$ cat config.mk
export PLATFORM = sky130hd
export DESIGN_NAME = gcb_vec_cell
export DESIGN_NICKNAME = d
export VERILOG_FILES = /design/src/rtl/gcb_pkg.sv /design/src/rtl/gcb_vec_cell.sv
export SDC_FILE = /design/constraint.sdc
export NUM_CORES = 1
export LEC_CHECK = 0
export BUFFER_PORTS_ARGS = -buffer_cell sky130_fd_sc_hd__clkbuf_2
export CAP_MARGIN = 20
export CORE_MARGIN = 5
export CORE_UTILIZATION = 45
export CTS_BUF_LIST = sky130_fd_sc_hd__clkbuf_4 sky130_fd_sc_hd__clkbuf_8
export DETAILED_ROUTE_END_ITERATION = 16
export PLACE_DENSITY = 0.69
export RECOVER_POWER = 25
export SLEW_MARGIN = 25
export SYNTH_ARGS = -nofsm -noshare
export SYNTH_HDL_FRONTEND = slang
export SYNTH_SLANG_ARGS = --single-unit
$ cat constraint.sdc
create_clock -name clock -period 8.8 [get_ports clock]
set_input_delay 1.76 -clock clock [delete_from_list [all_inputs] [get_ports clock]]
set_output_delay 1.76 -clock clock [all_outputs]
set_load 0.02 [all_outputs]
$ cat src/rtl/gcb_pkg.sv
`timescale 1ns / 1ps
// gcb_pkg: shared widths, constants and the CORDIC angle table of the bearing block.
// No dependencies; used by every other file of the block.
package gcb_pkg;

   localparam int ANGLE_FRAC_BITS = 16;
   localparam int INT_FRAC        = 24;
   localparam int ITERS           = 30;
   localparam int CORDIC_FRAC     = 30;
   localparam int NUM_LANES       = 3;

   localparam int ZW = 36;
   localparam int RW = 32;
   localparam int VW = 35;

   localparam int LATENCY = 3 + ITERS + 5 + ITERS + 1;

   localparam int CSR_IDX_W = 2;
   localparam logic [CSR_IDX_W-1:0] REG_REF_LON = 2'd0;
   localparam logic [CSR_IDX_W-1:0] REG_REF_LAT = 2'd1;

   localparam logic signed [RW-1:0] K_Q30 = 32'sd652032874;

   localparam logic signed [ZW-1:0] RIGHT_Q24 = 36'sd1509949440;
   localparam logic signed [ZW-1:0] HALF_Q24  = 36'sd3019898880;
   localparam logic signed [ZW-1:0] FULL_Q24  = 36'sd6039797760;

   function automatic logic signed [ZW-1:0] atan_q24(input int step);
      logic signed [ZW-1:0] v;
      case (step)
         0:       v = 36'sd754974720;
         1:       v = 36'sd445687602;
         2:       v = 36'sd235489088;
         3:       v = 36'sd119537938;
         4:       v = 36'sd60000934;
         5:       v = 36'sd30029717;
         6:       v = 36'sd15018523;
         7:       v = 36'sd7509720;
         8:       v = 36'sd3754917;
         9:       v = 36'sd1877466;
         10:      v = 36'sd938734;
         11:      v = 36'sd469367;
         12:      v = 36'sd234683;
         13:      v = 36'sd117342;
         14:      v = 36'sd58671;
         15:      v = 36'sd29335;
         16:      v = 36'sd14668;
         17:      v = 36'sd7334;
         18:      v = 36'sd3667;
         19:      v = 36'sd1833;
         20:      v = 36'sd917;
         21:      v = 36'sd458;
         22:      v = 36'sd229;
         23:      v = 36'sd115;
         24:      v = 36'sd57;
         25:      v = 36'sd29;
         26:      v = 36'sd14;
         27:      v = 36'sd7;
         28:      v = 36'sd4;
         29:      v = 36'sd2;
         default: v = '0;
      endcase
      return v;
   endfunction

endpackage

$ cat src/rtl/gcb_vec_cell.sv
`timescale 1ns / 1ps
// gcb_vec_cell: one registered vectoring-mode CORDIC step of the arctangent chain.
// Depends on gcb_pkg for widths and the angle table.
module gcb_vec_cell #(
   parameter int STEP = 0
) (
   input  logic                           clock,
   input  logic signed [gcb_pkg::VW-1:0]  src_x,
   input  logic signed [gcb_pkg::VW-1:0]  src_y,
   input  logic signed [gcb_pkg::ZW-1:0]  src_z,
   input  logic                           src_flag,
   output logic signed [gcb_pkg::VW-1:0]  dst_x,
   output logic signed [gcb_pkg::VW-1:0]  dst_y,
   output logic signed [gcb_pkg::ZW-1:0]  dst_z,
   output logic                           dst_flag
);

   localparam logic signed [gcb_pkg::ZW-1:0] ANG = gcb_pkg::atan_q24(STEP);

   logic signed [gcb_pkg::VW-1:0] x_ff, x_in, y_ff, y_in;
   logic signed [gcb_pkg::ZW-1:0] z_ff, z_in;
   logic                          flag_ff;

   always_comb begin
      if (src_y > 0) begin
         x_in = src_x + (src_y >>> STEP);
         y_in = src_y - (src_x >>> STEP);
         z_in = src_z + ANG;
      end else begin
         x_in = src_x - (src_y >>> STEP);
         y_in = src_y + (src_x >>> STEP);
         z_in = src_z - ANG;
      end
   end

   always_ff @(posedge clock) begin
      x_ff    <= x_in;
      y_ff    <= y_in;
      z_ff    <= z_in;
      flag_ff <= src_flag;
   end

   assign dst_x    = x_ff;
   assign dst_y    = y_ff;
   assign dst_z    = z_ff;
   assign dst_flag = flag_ff;

endmodule

==> impl_metrics.ini <==
[die]
num_rows = 51
core-area_um2 = 19300
die_h_um = 150
die_x_um = 150
start_util_pct = 45.4
ioPinCount = 215
dieArea_um2 = 22400

[synth]
synth_cell_types = 80
netlist_top_cells_area = dfxtp_1, ha_1, a21oi_1
syn_inst = 1117
synth.mux.area_fraction_pct = 1.50
synth-warning-count = 0
synth_top_family_by_area = compound AO/OA/AOI/OAI gates
synth_area_leader_cell = dfxtp_1
synth_fa_ha_area_share_pct = 16.9
async_reset_ff_share_pct = 0
ys_seq_area_share_pct = 24.2
synth_top_area_share_pct = 24.2
synthTopCellsByCount = a21oi_1, ha_1, dfxtp_1, inv_1, nor2_1
syn_avg_cell_area_um2 = 7.86
syn-cell-area_um2 = 8780
synth-main-ff-cell = dfxtp_1
ys_ff_latch = 106
synth-compound-area-share_pct = 27.0
synth-xor-area-share_pct = 7.68
syn_nets = 1341
synthSimpleGateAreaFrac_pct = 15.3
yosysMostFrequentCell = a21oi_1
synth-edff-count = 0

[power]
comb_power_share_pct = 44.7
ir_worst_vdd_v = 0.0000700
swShare_pct = 41.9
power_density_nw_per_um2 = 164
total_power_uw = 1660
p_int_uw = 967
seq_power_share_pct = 36.0
p_sw_uw = 697
clockPowerShare_pct = 19.3
p_leak_uw = 0.00479

[place]
io_buffers = 214
gp_congestion = 0.990
dp_hpwl_um = 24100
pre_cts_ws_ps = 3200
dpl_cell_area_um2 = 9960

[clock_tree]
clockBufferDepth = 2
htreeDepth = 3
cts_tree = yes
cts_num_sinks = 106
post-cts-setup-buffers = 0
ctsHoldBuffers = 0
cts.repair.resized = 0
clk_pin_slew_worst_paths_ps = 100
root_buffer = clkbuf_8
cts_made_buffers = 9

[timing]
fmax_ghz = 0.188
tightest_slew_ps = 861
post-route-period-util_pct = 60.5
fin_crit_ps = 5320
drv_slew = 0
layout_setup_ws_ps = 3480
setup_viol = 0
slew_headroom_pct = 42.6
tns_ps = 0
hold_viol_final = 0
grt_setup_unrepaired = false

[outcome]
outcome = finished clean

[route]
ant_nets = 0
vias = 8897
drc = 0
firstDrtPassIters = 5
wl_per_cell_um = 19.0
top_layer = met5
drtIter0Drc = 853
wl_met3_um = 2720
wl_met2_um = 13600
vias_per_cell = 5.69
wl_um = 29700
drt-met1-wl_um = 12600

[final_layout]
fin_util_pct = 52.4
syn_to_final_growth_pct = 15.3
nNetsFinal = 1517
drive_gt1_share_pct = 18.4
final_cell_area_um2 = 10100
fill_cells = 1990

[global_route]
antenna_found_initial = 2
grt_pass1_vias = 8345
grt_pass1_wl_um = 44500
grt_max_degree = 77
track_usage_pct = 25.3
grt_overflow = 0

[worst_setup_path]
critPathSlowestCell = nor4_1
arrival_ps = 5640
path_class = input port to flip-flop
cp_cell_sequence = clkbuf_2, nor4_1, nand4_1, nor4_1, or2_2, inv_2, ha_1, a21oi_1, nor2b_1, o21a_1, o311a_1, o21a_1, o21ai_1, nor2b_1, xnor2_1
start_kind = input port
crit_path_end_kind = flip-flop
slowest_delay_ps = 730
path_max_fanout = 33
required_ps = 9120

[hold_path]
holdPathEnd = dst_z[2]
min_path_type = input port to flip-flop
holdPathStages = 1
holdCritStartpoint = src_z[2]

[job]
drv_cap = 0
-- flip-flops by register name, summed over array words and instances (netlist names) --
| signal | cells |
|---|---|
| dst_z | 36 |
| dst_y | 35 |
| dst_x | 34 |
| dst_flag | 1 |
-- worst max-delay path by stage --
stage | to | from | slack, ps | cells past startpoint
detailed placement | dst_z[33] | src_y[18] | 3200 | 15
global route | dst_z[35] | src_y[1] | 3320 | 16
finish | dst_z[33] | src_y[18] | 3480 | 15
global placement | dst_z[33] | src_y[18] | 3340 | 15
CTS | dst_z[33] | src_y[18] | 3590 | 15
floorplan | dst_z[33] | src_y[8] | 3620 | 18
-- area by class of cell --
cell class / count / area, um2 / share of cell area (%)
Clock buffer: 10 / 131 / 1.30
Tap cell: 265 / 332 / 3.27
Clock inverter: 6 / 73.8 / 0.729
Antenna cell: 1 / 2.50 / 0.0247
Timing Repair Buffer: 216 / 1050 / 10.4
Sequential cell: 106 / 2120 / 20.9
Multi-Input combinational cell: 850 / 6000 / 59.3
Inverter: 110 / 415 / 4.10
-- logic make-up after synthesis --
logic type	after synthesis
and+or+nand+nor	275
muxes	13
AOI/OAI and AO/OA	369
DFF	106
xor gates and xnor gates	77
adders and majority gates	116
buffers and inverters	161
-- worst max-delay path: cells and delay by family --
family / cells / cell delay [ps]
compound gates: 5 / 1050
xor+xnor: 1 / 130
fa+ha+maj: 1 / 410
buf+inv: 2 / 370
simple gates: 6 / 1920
-- power by group through the flow --
stage                     Combinational (uW)  Clock (uW)  Sequential (uW)
after floorplan                          378           0              729
after detailed placement                 738           0              612
after global routing                     801         351              609
after CTS                                742         335              602
final                                    744         321              599
after global placement                   737           0              611
-- cells in the final DEF, fill, tap and decap left out, types with 8 or more instances in the layout --
master,count
nand3_1,12
a31oi_1,11
a21oi_1,141
nor2_1,94
ha_1,112
nand4_1,12
o21bai_1,23
a21o_1,21
inv_2,9
o21ai_0,57
nand2b_1,13
clkbuf_2,186
mux2i_1,12
o21ai_1,12
inv_1,99
xnor2_1,66
nor2b_1,19
o31ai_1,13
dfxtp_1,106
or3_1,10
nor4_1,13
o21a_1,10
o41ai_1,8
a211oi_1,14
clkbuf_1,28
xor2_1,11
clkbuf_8,9
nand2_1,58
nor3_1,16
-- through the flow --
step / hold slack [ps] / std cells
2_1_floorplan: 1790 / 1117
3_3_place_gp: 1860 / 1547
3_5_place_dp: 1860 / 1547
4_1_cts: 1440 / 1563
5_1_grt: 1430 / 1563
6_report: 1460 / 1564
-- layer usage --
| layer | GRT usage (%) | up-vias |
|---|---|---|
| li1 | - | 4271 |
| met1 | 33.1 | 4093 |
| met2 | 42.0 | 467 |
| met3 | 5.03 | 64 |
| met4 | 8.05 | 2 |
| met5 | 0 | - |
Power figures use the tool's default switching activity.
