## src/rtl/gcb_pkg.sv

```systemverilog
`timescale 1ns / 1ps
// gcb_pkg: shared widths, constants and the CORDIC angle table of the bearing block.
// No dependencies; used by every other file of the block.
package gcb_pkg;

   localparam int ANGLE_FRAC_BITS = 16;
   localparam int INT_FRAC        = 24;
   localparam int ITERS           = 30;
   localparam int CORDIC_FRAC     = 30;
   localparam int NUM_LANES       = 3;

   localparam int ZW = 36;
   localparam int RW = 32;
   localparam int VW = 35;

   localparam int LATENCY = 3 + ITERS + 5 + ITERS + 1;

   localparam int CSR_IDX_W = 2;
   localparam logic [CSR_IDX_W-1:0] REG_REF_LON = 2'd0;
   localparam logic [CSR_IDX_W-1:0] REG_REF_LAT = 2'd1;

   localparam logic signed [RW-1:0] K_Q30 = 32'sd652032874;

   localparam logic signed [ZW-1:0] RIGHT_Q24 = 36'sd1509949440;
   localparam logic signed [ZW-1:0] HALF_Q24  = 36'sd3019898880;
   localparam logic signed [ZW-1:0] FULL_Q24  = 36'sd6039797760;

   function automatic logic signed [ZW-1:0] atan_q24(input int step);
      logic signed [ZW-1:0] v;
      case (step)
         0:       v = 36'sd754974720;
         1:       v = 36'sd445687602;
         2:       v = 36'sd235489088;
         3:       v = 36'sd119537938;
         4:       v = 36'sd60000934;
         5:       v = 36'sd30029717;
         6:       v = 36'sd15018523;
         7:       v = 36'sd7509720;
         8:       v = 36'sd3754917;
         9:       v = 36'sd1877466;
         10:      v = 36'sd938734;
         11:      v = 36'sd469367;
         12:      v = 36'sd234683;
         13:      v = 36'sd117342;
         14:      v = 36'sd58671;
         15:      v = 36'sd29335;
         16:      v = 36'sd14668;
         17:      v = 36'sd7334;
         18:      v = 36'sd3667;
         19:      v = 36'sd1833;
         20:      v = 36'sd917;
         21:      v = 36'sd458;
         22:      v = 36'sd229;
         23:      v = 36'sd115;
         24:      v = 36'sd57;
         25:      v = 36'sd29;
         26:      v = 36'sd14;
         27:      v = 36'sd7;
         28:      v = 36'sd4;
         29:      v = 36'sd2;
         default: v = '0;
      endcase
      return v;
   endfunction

endpackage

```

## src/rtl/gcb_rot_cell.sv

```systemverilog
`timescale 1ns / 1ps
// gcb_rot_cell: one registered rotation-mode CORDIC step of the sine/cosine chains.
// Depends on gcb_pkg for widths and the angle table.
module gcb_rot_cell #(
   parameter int STEP = 0
) (
   input  logic                           clock,
   input  logic signed [gcb_pkg::RW-1:0]  src_x,
   input  logic signed [gcb_pkg::RW-1:0]  src_y,
   input  logic signed [gcb_pkg::ZW-1:0]  src_z,
   input  logic                           src_flag,
   output logic signed [gcb_pkg::RW-1:0]  dst_x,
   output logic signed [gcb_pkg::RW-1:0]  dst_y,
   output logic signed [gcb_pkg::ZW-1:0]  dst_z,
   output logic                           dst_flag
);

   localparam logic signed [gcb_pkg::ZW-1:0] ANG = gcb_pkg::atan_q24(STEP);

   logic signed [gcb_pkg::RW-1:0] x_ff, x_in, y_ff, y_in;
   logic signed [gcb_pkg::ZW-1:0] z_ff, z_in;
   logic                          flag_ff;

   always_comb begin
      if (src_z >= 0) begin
         x_in = src_x - (src_y >>> STEP);
         y_in = src_y + (src_x >>> STEP);
         z_in = src_z - ANG;
      end else begin
         x_in = src_x + (src_y >>> STEP);
         y_in = src_y - (src_x >>> STEP);
         z_in = src_z + ANG;
      end
   end

   always_ff @(posedge clock) begin
      x_ff    <= x_in;
      y_ff    <= y_in;
      z_ff    <= z_in;
      flag_ff <= src_flag;
   end

   assign dst_x    = x_ff;
   assign dst_y    = y_ff;
   assign dst_z    = z_ff;
   assign dst_flag = flag_ff;

endmodule

```

## config.mk

```make
export PLATFORM = sky130hd
export DESIGN_NAME = gcb_rot_cell
export DESIGN_NICKNAME = d
export VERILOG_FILES = /design/src/rtl/gcb_pkg.sv /design/src/rtl/gcb_rot_cell.sv
export SDC_FILE = /design/constraint.sdc
export NUM_CORES = 1
export LEC_CHECK = 0
export ABC_AREA = 1
export BUFFER_PORTS_ARGS = -buffer_cell sky130_fd_sc_hd__buf_4
export CAP_MARGIN = 15
export CORE_ASPECT_RATIO = 1.2
export CORE_MARGIN = 2
export CORE_UTILIZATION = 55
export DETAILED_ROUTE_END_ITERATION = 7
export PLACE_DENSITY = 0.91
export SKIP_CTS_REPAIR_TIMING = 1
export SLEW_MARGIN = 20
export SYNTH_ARGS = -nofsm -noshare
export SYNTH_HDL_FRONTEND = slang
export SYNTH_SLANG_ARGS = --single-unit
```

## constraint.sdc

```tcl
create_clock -name clock -period 4.47 [get_ports clock]
set_input_delay 0.6705 -clock clock [delete_from_list [all_inputs] [get_ports clock]]
set_output_delay 0.6705 -clock clock [all_outputs]
set_load 0.05 [all_outputs]
```

==> key figures, run 1 <==
Floorplan
  • Die W: 124.9 um
  • Site Rows: 53
  • I/O pin count: 203
  • Core area: 17370 um2
  • Die height: 149.1 um
  • Initial Util: 0.5556
  • Die area: 18630 um2

Synthesis
  • Syn_nets: 1785
  • EDFF count, synth: 0
  • Mapped Cells: 1576
  • Most common cell in the synthesized netlist: nand2_1
  • Synth Warn #: 0
  • Yosys reg bits: 100
  • Mean instance size in the synthesized netlist: 6.125 um2
  • Cell area after synthesis: 9653 um2
  • Synth area leaders: dfxtp_1, nand2_1, ha_1, inv_1, nand3_1
  • Post-synth top area share: 0.2074
  • Ys async rst share: 0
  • Distinct cells, synth: 40
  • Register area share after synthesis: 0.2074
  • Post-synth top cells: nand2_1, inv_1, nand3_1, nor2_1, a21oi_1
  • Main flop type after synthesis: dfxtp_1
  • Largest area contributor in the netlist: dfxtp_1

Worst setup path
  • Worst Path Required: 4740 ps
  • Worst setup EP type: register
  • Startpoint types: primary input
  • WP data arrival: 3110 ps
  • Critical path type: primary input to register
  • Max FO, Critical Path: 23

Global route
  • Total gr overflow: 0
  • Initial antenna violation count: 0
  • Global-route usage over all layers: 0.3310
  • Pin count of the biggest net entering global routing: 65
  • Number of global-route vias before repair: 10430
  • First-pass GRT wire length: 49.83 mm

Layout
  • Non-filler instance count after layout: 1977
  • # fillers: 1617
  • Final Net Count: 1961
  • Layout cells sized above 1: 0.1474
  • Final instance area: 11470 um2
  • Layout area overhead: 18.81%
  • Antenna diodes: 0

CTS
  • Total CTS buffers: 9
  • Root buffer cell: clkbuf_16
  • Total number of H-tree levels: 3
  • Maximum buffer depth of the clock tree: 2
  • Reg clk slew, reported paths: 90 ps
  • CTS Sinks: 100
  • CTS tree: done

Drt
  • DRT Pass-1 Iters: 6
  • First DRT Iteration DRCs: 921
  • Vias/cell: 5.508
  • Post-route ant nets: 0
  • DR vias: 10890
  • Per-cell routed wire length: 16.09 um
  • DR DRC count: 0
  • Post-Route WL: 31.81 mm

Placement
  • Final GP Congestion: 1.030
  • Worst slack, placed: 1281 ps
  • DP Wirelength: 26.18 mm
  • Placement Cell Area: 11150 um2
  • Number of buffers added on ports: 202
  • Placed Cells: 1961

Timing
  • Relative slew margins: 0.4890
  • Setup violators final: 0
  • Max Clock Freq: 0.3520 GHz
  • Final count of hold timing violations: 0
  • Least-Margin Pin Slew: 766.5 ps
  • Setup TNS: 0 ps
  • Setup repair after global routing missed its margin: no
  • Fin worst setup slack: 1629 ps
  • Min cycle time layout: 2841 ps
  • Max-slew violations: 0
  • Period utilisation layout: 0.6356

Hold path
  • Worst hold path class: primary input to register

Power and ir drop
  • Pwr dens: 328.2 nW/um2
  • Flop pwr share: 0.284
  • Gate power share: 0.493
  • Design Power: 3.764 mW
  • Leak Pwr: 6.375 nW
  • Cell-internal power: 1.990 mW
  • Switch Pwr: 1.774 mW
  • Net Sw Frac: 0.4714
  • Worst vdd ir: 0.2107 mV
  • Clk pwr share: 0.223

Run status
  • Status: completed

Run
  • Max Cap Viol: 0
==> worst paths after layout <==
check / end / start / slack, ps / cells after the start
worst max-delay path: dst_z[34] / src_z[35] / 1630 / 18
worst min-delay path: dst_z[23] / src_z[23] / 420 / 1
==> layer usage <==
layer	GRT usage	wire length, um
met5	0	0
met4	0.2106	2214
met3	0.04663	2117
met2	0.5984	15370
met1	0.3653	12110
==> critical path, cell delays in order <==
cell and delay [ps]:
buf_4 120, inv_1 90, ha_1 170, nand4_1 110
nor3_1 160, nand2_1 110, nand2_2 180, inv_2 240
ha_1 480, nand3_1 120, nand2_1 150, nand3_1 90
nand2_1 100, nand2_1 50, nand2_1 50, nand3_1 90
nand3_1 80, nand2_1 50
==> cell families after synthesis <==
family | synth area share
AOI/OAI and AO/OA | 0.1330
and+or+nand+nor | 0.3459
buffers and inverters | 0.1323
adders and majority gates | 0.1418
xor gates and xnor gates | 0.03538
DFF | 0.2074
muxes | 0.004148
==> cells in the final DEF (no fill, tap or decap), drive strengths merged <==
cell    netlist  layout
nand2       451     451
inv         259     263
buf          38     204
nor2        144     144
nand3       141     141
a21oi       122     122
ha          103     103
dfxtp       100     100
o21ai        94      94
xor2         35      35
nand4        22      22
o21bai       17      17
nor3         17      17
clkbuf        1       9
nand3b        6       6
xnor2         4       4
mux2i         4       4
fa            4       4
or2           3       3
clkinv        0       3
a21o          2       2
o21a          2       2
and2          2       2
a31oi         1       1
nor4          1       1
nor3b         1       1
a21boi        1       1
a22oi         1       1
==> through the flow <==
step | hold slack [ps] | util
6_report | 416.4 | 0.6601
5_1_grt | 404.3 | 0.6601
4_1_cts | 408.6 | 0.6601
3_5_place_dp | 776.4 | 0.6420
3_3_place_gp | 777.5 | 0.6420
2_1_floorplan | 698.2 | -
==> registers in the layout (all words and copies together), names as in the netlist <==
register / cells
dst_z: 36
dst_flag: 1
dst_y: 31
dst_x: 32
==> area by class of cell <==
type | count | area (um2) | area share
Tap cell | 220 | 275.3 | 0.02400
Timing Repair Buffer | 204 | 1531 | 0.1335
Clock buffer | 9 | 225.2 | 0.01964
Sequential cell | 100 | 2002 | 0.1746
Clock inverter | 7 | 88.84 | 0.007746
Multi-Input combinational cell | 1178 | 6374 | 0.5557
Inverter | 259 | 972.2 | 0.08477
==> power groups by stage <==
stage                     registers (mW)  clock network [mW]  logic (mW)
after floorplan                     1.58                   0       0.782
after global placement              1.09                   0        1.79
after detailed placement            1.09                   0        1.82
after CTS                           1.07               0.853        1.83
after global routing                1.08               0.884        1.98
final                               1.07               0.841        1.85
(Power assumes the default switching activity.)
==> run 2: changes to the inputs <==
--- a/config.mk
+++ b/config.mk
@@ -10,9 +10,9 @@
 export CAP_MARGIN = 15
 export CORE_ASPECT_RATIO = 1.2
 export CORE_MARGIN = 2
-export CORE_UTILIZATION = 55
+export CORE_UTILIZATION = 51
 export DETAILED_ROUTE_END_ITERATION = 7
-export PLACE_DENSITY = 0.91
+export PLACE_DENSITY = 0.89
 export SKIP_CTS_REPAIR_TIMING = 1
 export SLEW_MARGIN = 20
 export SYNTH_ARGS = -nofsm -noshare
==> constraint.sdc (replaced) <==
create_clock -name clock -period 2.4 [get_ports clock]
set_input_delay 0.36 -clock clock [delete_from_list [all_inputs] [get_ports clock]]
set_output_delay 0.36 -clock clock [all_outputs]
set_load 0.05 [all_outputs]
==> key figures, run 2 (synthesized netlist as in run 1, its figures left out) <==
Timing
  • Least-Margin Pin Slew: 554.0 ps (was 766.5 ps)
  • Max-slew violations: 0 (unchanged)
  • Setup repair after global routing missed its margin: yes (was no)
  • Period utilisation layout: 0.9391
  • Max Clock Freq: 0.4437 GHz
  • Fin worst setup slack: 146.1 ps (was 1629 ps)
  • Min cycle time layout: 2254 ps
  • Final count of hold timing violations: 0 (unchanged)
  • Relative slew margins: 0.6307 (was 0.4890)
  • Setup violators final: 0 (unchanged)

CTS
  • Root buffer cell: clkbuf_16 (unchanged)
  • Reg clk slew, reported paths: 80 ps (was 90 ps)
  • Total number of H-tree levels: 3 (unchanged)
  • Maximum buffer depth of the clock tree: 2 (unchanged)
  • CTS tree: done (unchanged)
  • CTS Sinks: 100 (unchanged)
  • Total CTS buffers: 9 (unchanged)

Power and ir drop
  • Leak Pwr: 6.734 nW (was 6.375 nW)
  • Flop pwr share: 0.277 (was 0.284)
  • Gate power share: 0.508 (was 0.493)
  • Clk pwr share: 0.215 (was 0.223)
  • Pwr dens: 592.5 nW/um2 (was 328.2 nW/um2)
  • Net Sw Frac: 0.4648 (was 0.4714)
  • Cell-internal power: 3.847 mW (was 1.990 mW)
  • Design Power: 7.188 mW (was 3.764 mW)
  • Worst vdd ir: 0.4704 mV (was 0.2107 mV)
  • Switch Pwr: 3.340 mW (was 1.774 mW)

Layout
  • Max FFs per register: 36 (unchanged)
  • Layout cells sized above 1: 0.1849 (was 0.1474)
  • # fillers: 1776 (was 1617)
  • Layout area overhead: 25.66% (was 18.81%)
  • Antenna diodes: 0 (unchanged)
  • Most frequent cells in the layout: nand2_1, buf_4, inv_1 (was nand2_1, inv_1, buf_4)
  • Fin util: 0.6481 (was 0.6601)
  • Commonest non-fill, non-tap cell in the layout: nand2_1 (unchanged)
  • Final Net Count: 2032 (was 1961)

Global route
  • Initial antenna violation count: 0 (unchanged)
  • Total gr overflow: 0 (unchanged)
  • Global-route usage over all layers: 0.3149 (was 0.3310)
  • First-pass GRT wire length: 50.31 mm (was 49.83 mm)
  • Pin count of the biggest net entering global routing: 45 (was 65)
  • Number of global-route vias before repair: 10520 (was 10430)

Placement
  • DP Wirelength: 26.82 mm (was 26.18 mm)
  • Number of buffers added on ports: 202 (unchanged)
  • Worst slack, placed: -197.3 ps (was 1281 ps)
  • Final GP Congestion: 0.9852 (was 1.030)

Floorplan
  • I/O pin count: 203 (unchanged)
  • Site Rows: 55 (was 53)
  • Die W: 129.6 um (was 124.9 um)
  • Die height: 154.7 um (was 149.1 um)
  • Initial Util: 0.5157 (was 0.5556)
  • Core area: 18720 um2 (was 17370 um2)
  • Die area: 20050 um2 (was 18630 um2)

Drt
  • DRT Pass-1 Iters: 6 (unchanged)
  • DR DRC count: 0 (unchanged)
  • DR vias: 11030 (was 10890)
  • Post-route ant nets: 0 (unchanged)
  • First DRT Iteration DRCs: 929 (was 921)
  • Per-cell routed wire length: 15.45 um (was 16.09 um)
  • Post-Route WL: 32.19 mm (was 31.81 mm)
  • Vias/cell: 5.292 (was 5.508)

Run status
  • Status: completed (unchanged)

Hold path
  • Worst hold path class: primary input to register (unchanged)

Worst setup path
  • Worst Path Required: 2670 ps (was 4740 ps)
  • Critical Path End: dst_z[35] (was dst_z[34])
  • Max FO, Critical Path: 16 (was 23)
  • Critical path type: primary input to register (unchanged)
  • Worst setup EP type: register (unchanged)
  • WP data arrival: 2520 ps (was 3110 ps)
  • CP Launch Point: src_z[35] (unchanged)
  • Startpoint types: primary input (unchanged)

Run
  • Max Cap Viol: 0 (unchanged)
==> run 2: cell count changes in the layout (fill, tap and decap cells not counted), moves of 3 or more <==
cell	before	now
buf_4	204	272
ha_1	103	99
buf_12	0	3
ha_4	0	3
==> run 2: stage by stage <==
stage / area (um2) / std cells / setup TNS [ps] / hold slack (ps)
floorplan: 9653 / 1576 / 0 / 387.7
global placement: 11770 / 2068 / -12.21 / 466.7
detailed placement: 11770 / 2068 / -654.0 / 468.0
CTS: 12080 / 2084 / 0 / 101.1
global route: 12130 / 2084 / -328.4 / 92.78
finish: 12130 / 2084 / 0 / 100.4
==> run 2: layout make-up <==
class	instances	area [um2]	area share
clock buffer	9	225.2	0.01857
clock inverter	7	83.83	0.006911
inverter	259	972.2	0.08014
multi-input combinational	1178	6425	0.5297
sequential	100	2002	0.1650
tap	256	320.3	0.02641
timing repair buffer	275	2102	0.1733
==> run 2: power by group through the flow <==
| stage | registers, mW | clock network, mW | logic [mW] |
|---|---|---|---|
| global route | 2.01 | 1.62 | 3.92 |
| floorplan | 2.94 | 0 | 1.46 |
| global placement | 2.02 | 0 | 3.52 |
| CTS | 1.99 | 1.55 | 3.59 |
| finish | 1.99 | 1.55 | 3.65 |
| detailed placement | 2.03 | 0 | 3.57 |
==> run 2: worst min-delay path by stage <==
stage / startpoint / to / slack (ps) / cells after the start
2_1_floorplan: src_flag / dst_flag / 390 / 0
5_1_grt: src_z[18] / dst_z[18] / 90 / 1
3_5_place_dp: src_flag / dst_flag / 470 / 1
6_report: src_z[18] / dst_z[18] / 100 / 1
3_3_place_gp: src_flag / dst_flag / 470 / 1
4_1_cts: src_z[18] / dst_z[18] / 100 / 1
==> run 2: per-layer routing <==
| layer | GRT usage | wire, um | vias up |
|---|---|---|---|
| met5 | 0 | 0 | - |
| met3 | 0.03286 | 1978 | 134 |
| met2 | 0.5555 | 15500 | 457 |
| met4 | 0.1992 | 2192 | 0 |
| met1 | 0.3575 | 12520 | 4948 |
| li1 | - | - | 5489 |
==> run 2: worst max-delay path, cell delays in order <==
cell     delay (ps)
buf_4           110
inv_1            70
ha_2            190
nand4_1         130
nor3_2          130
nand2_1         100
nand2_2         130
buf_12          160
ha_1            310
a21oi_1         220
nand2_1         120
nand2_1          80
nand3_1         110
nand4_1         130
nand2_1          70
nand2_1          70
nand2_1          40
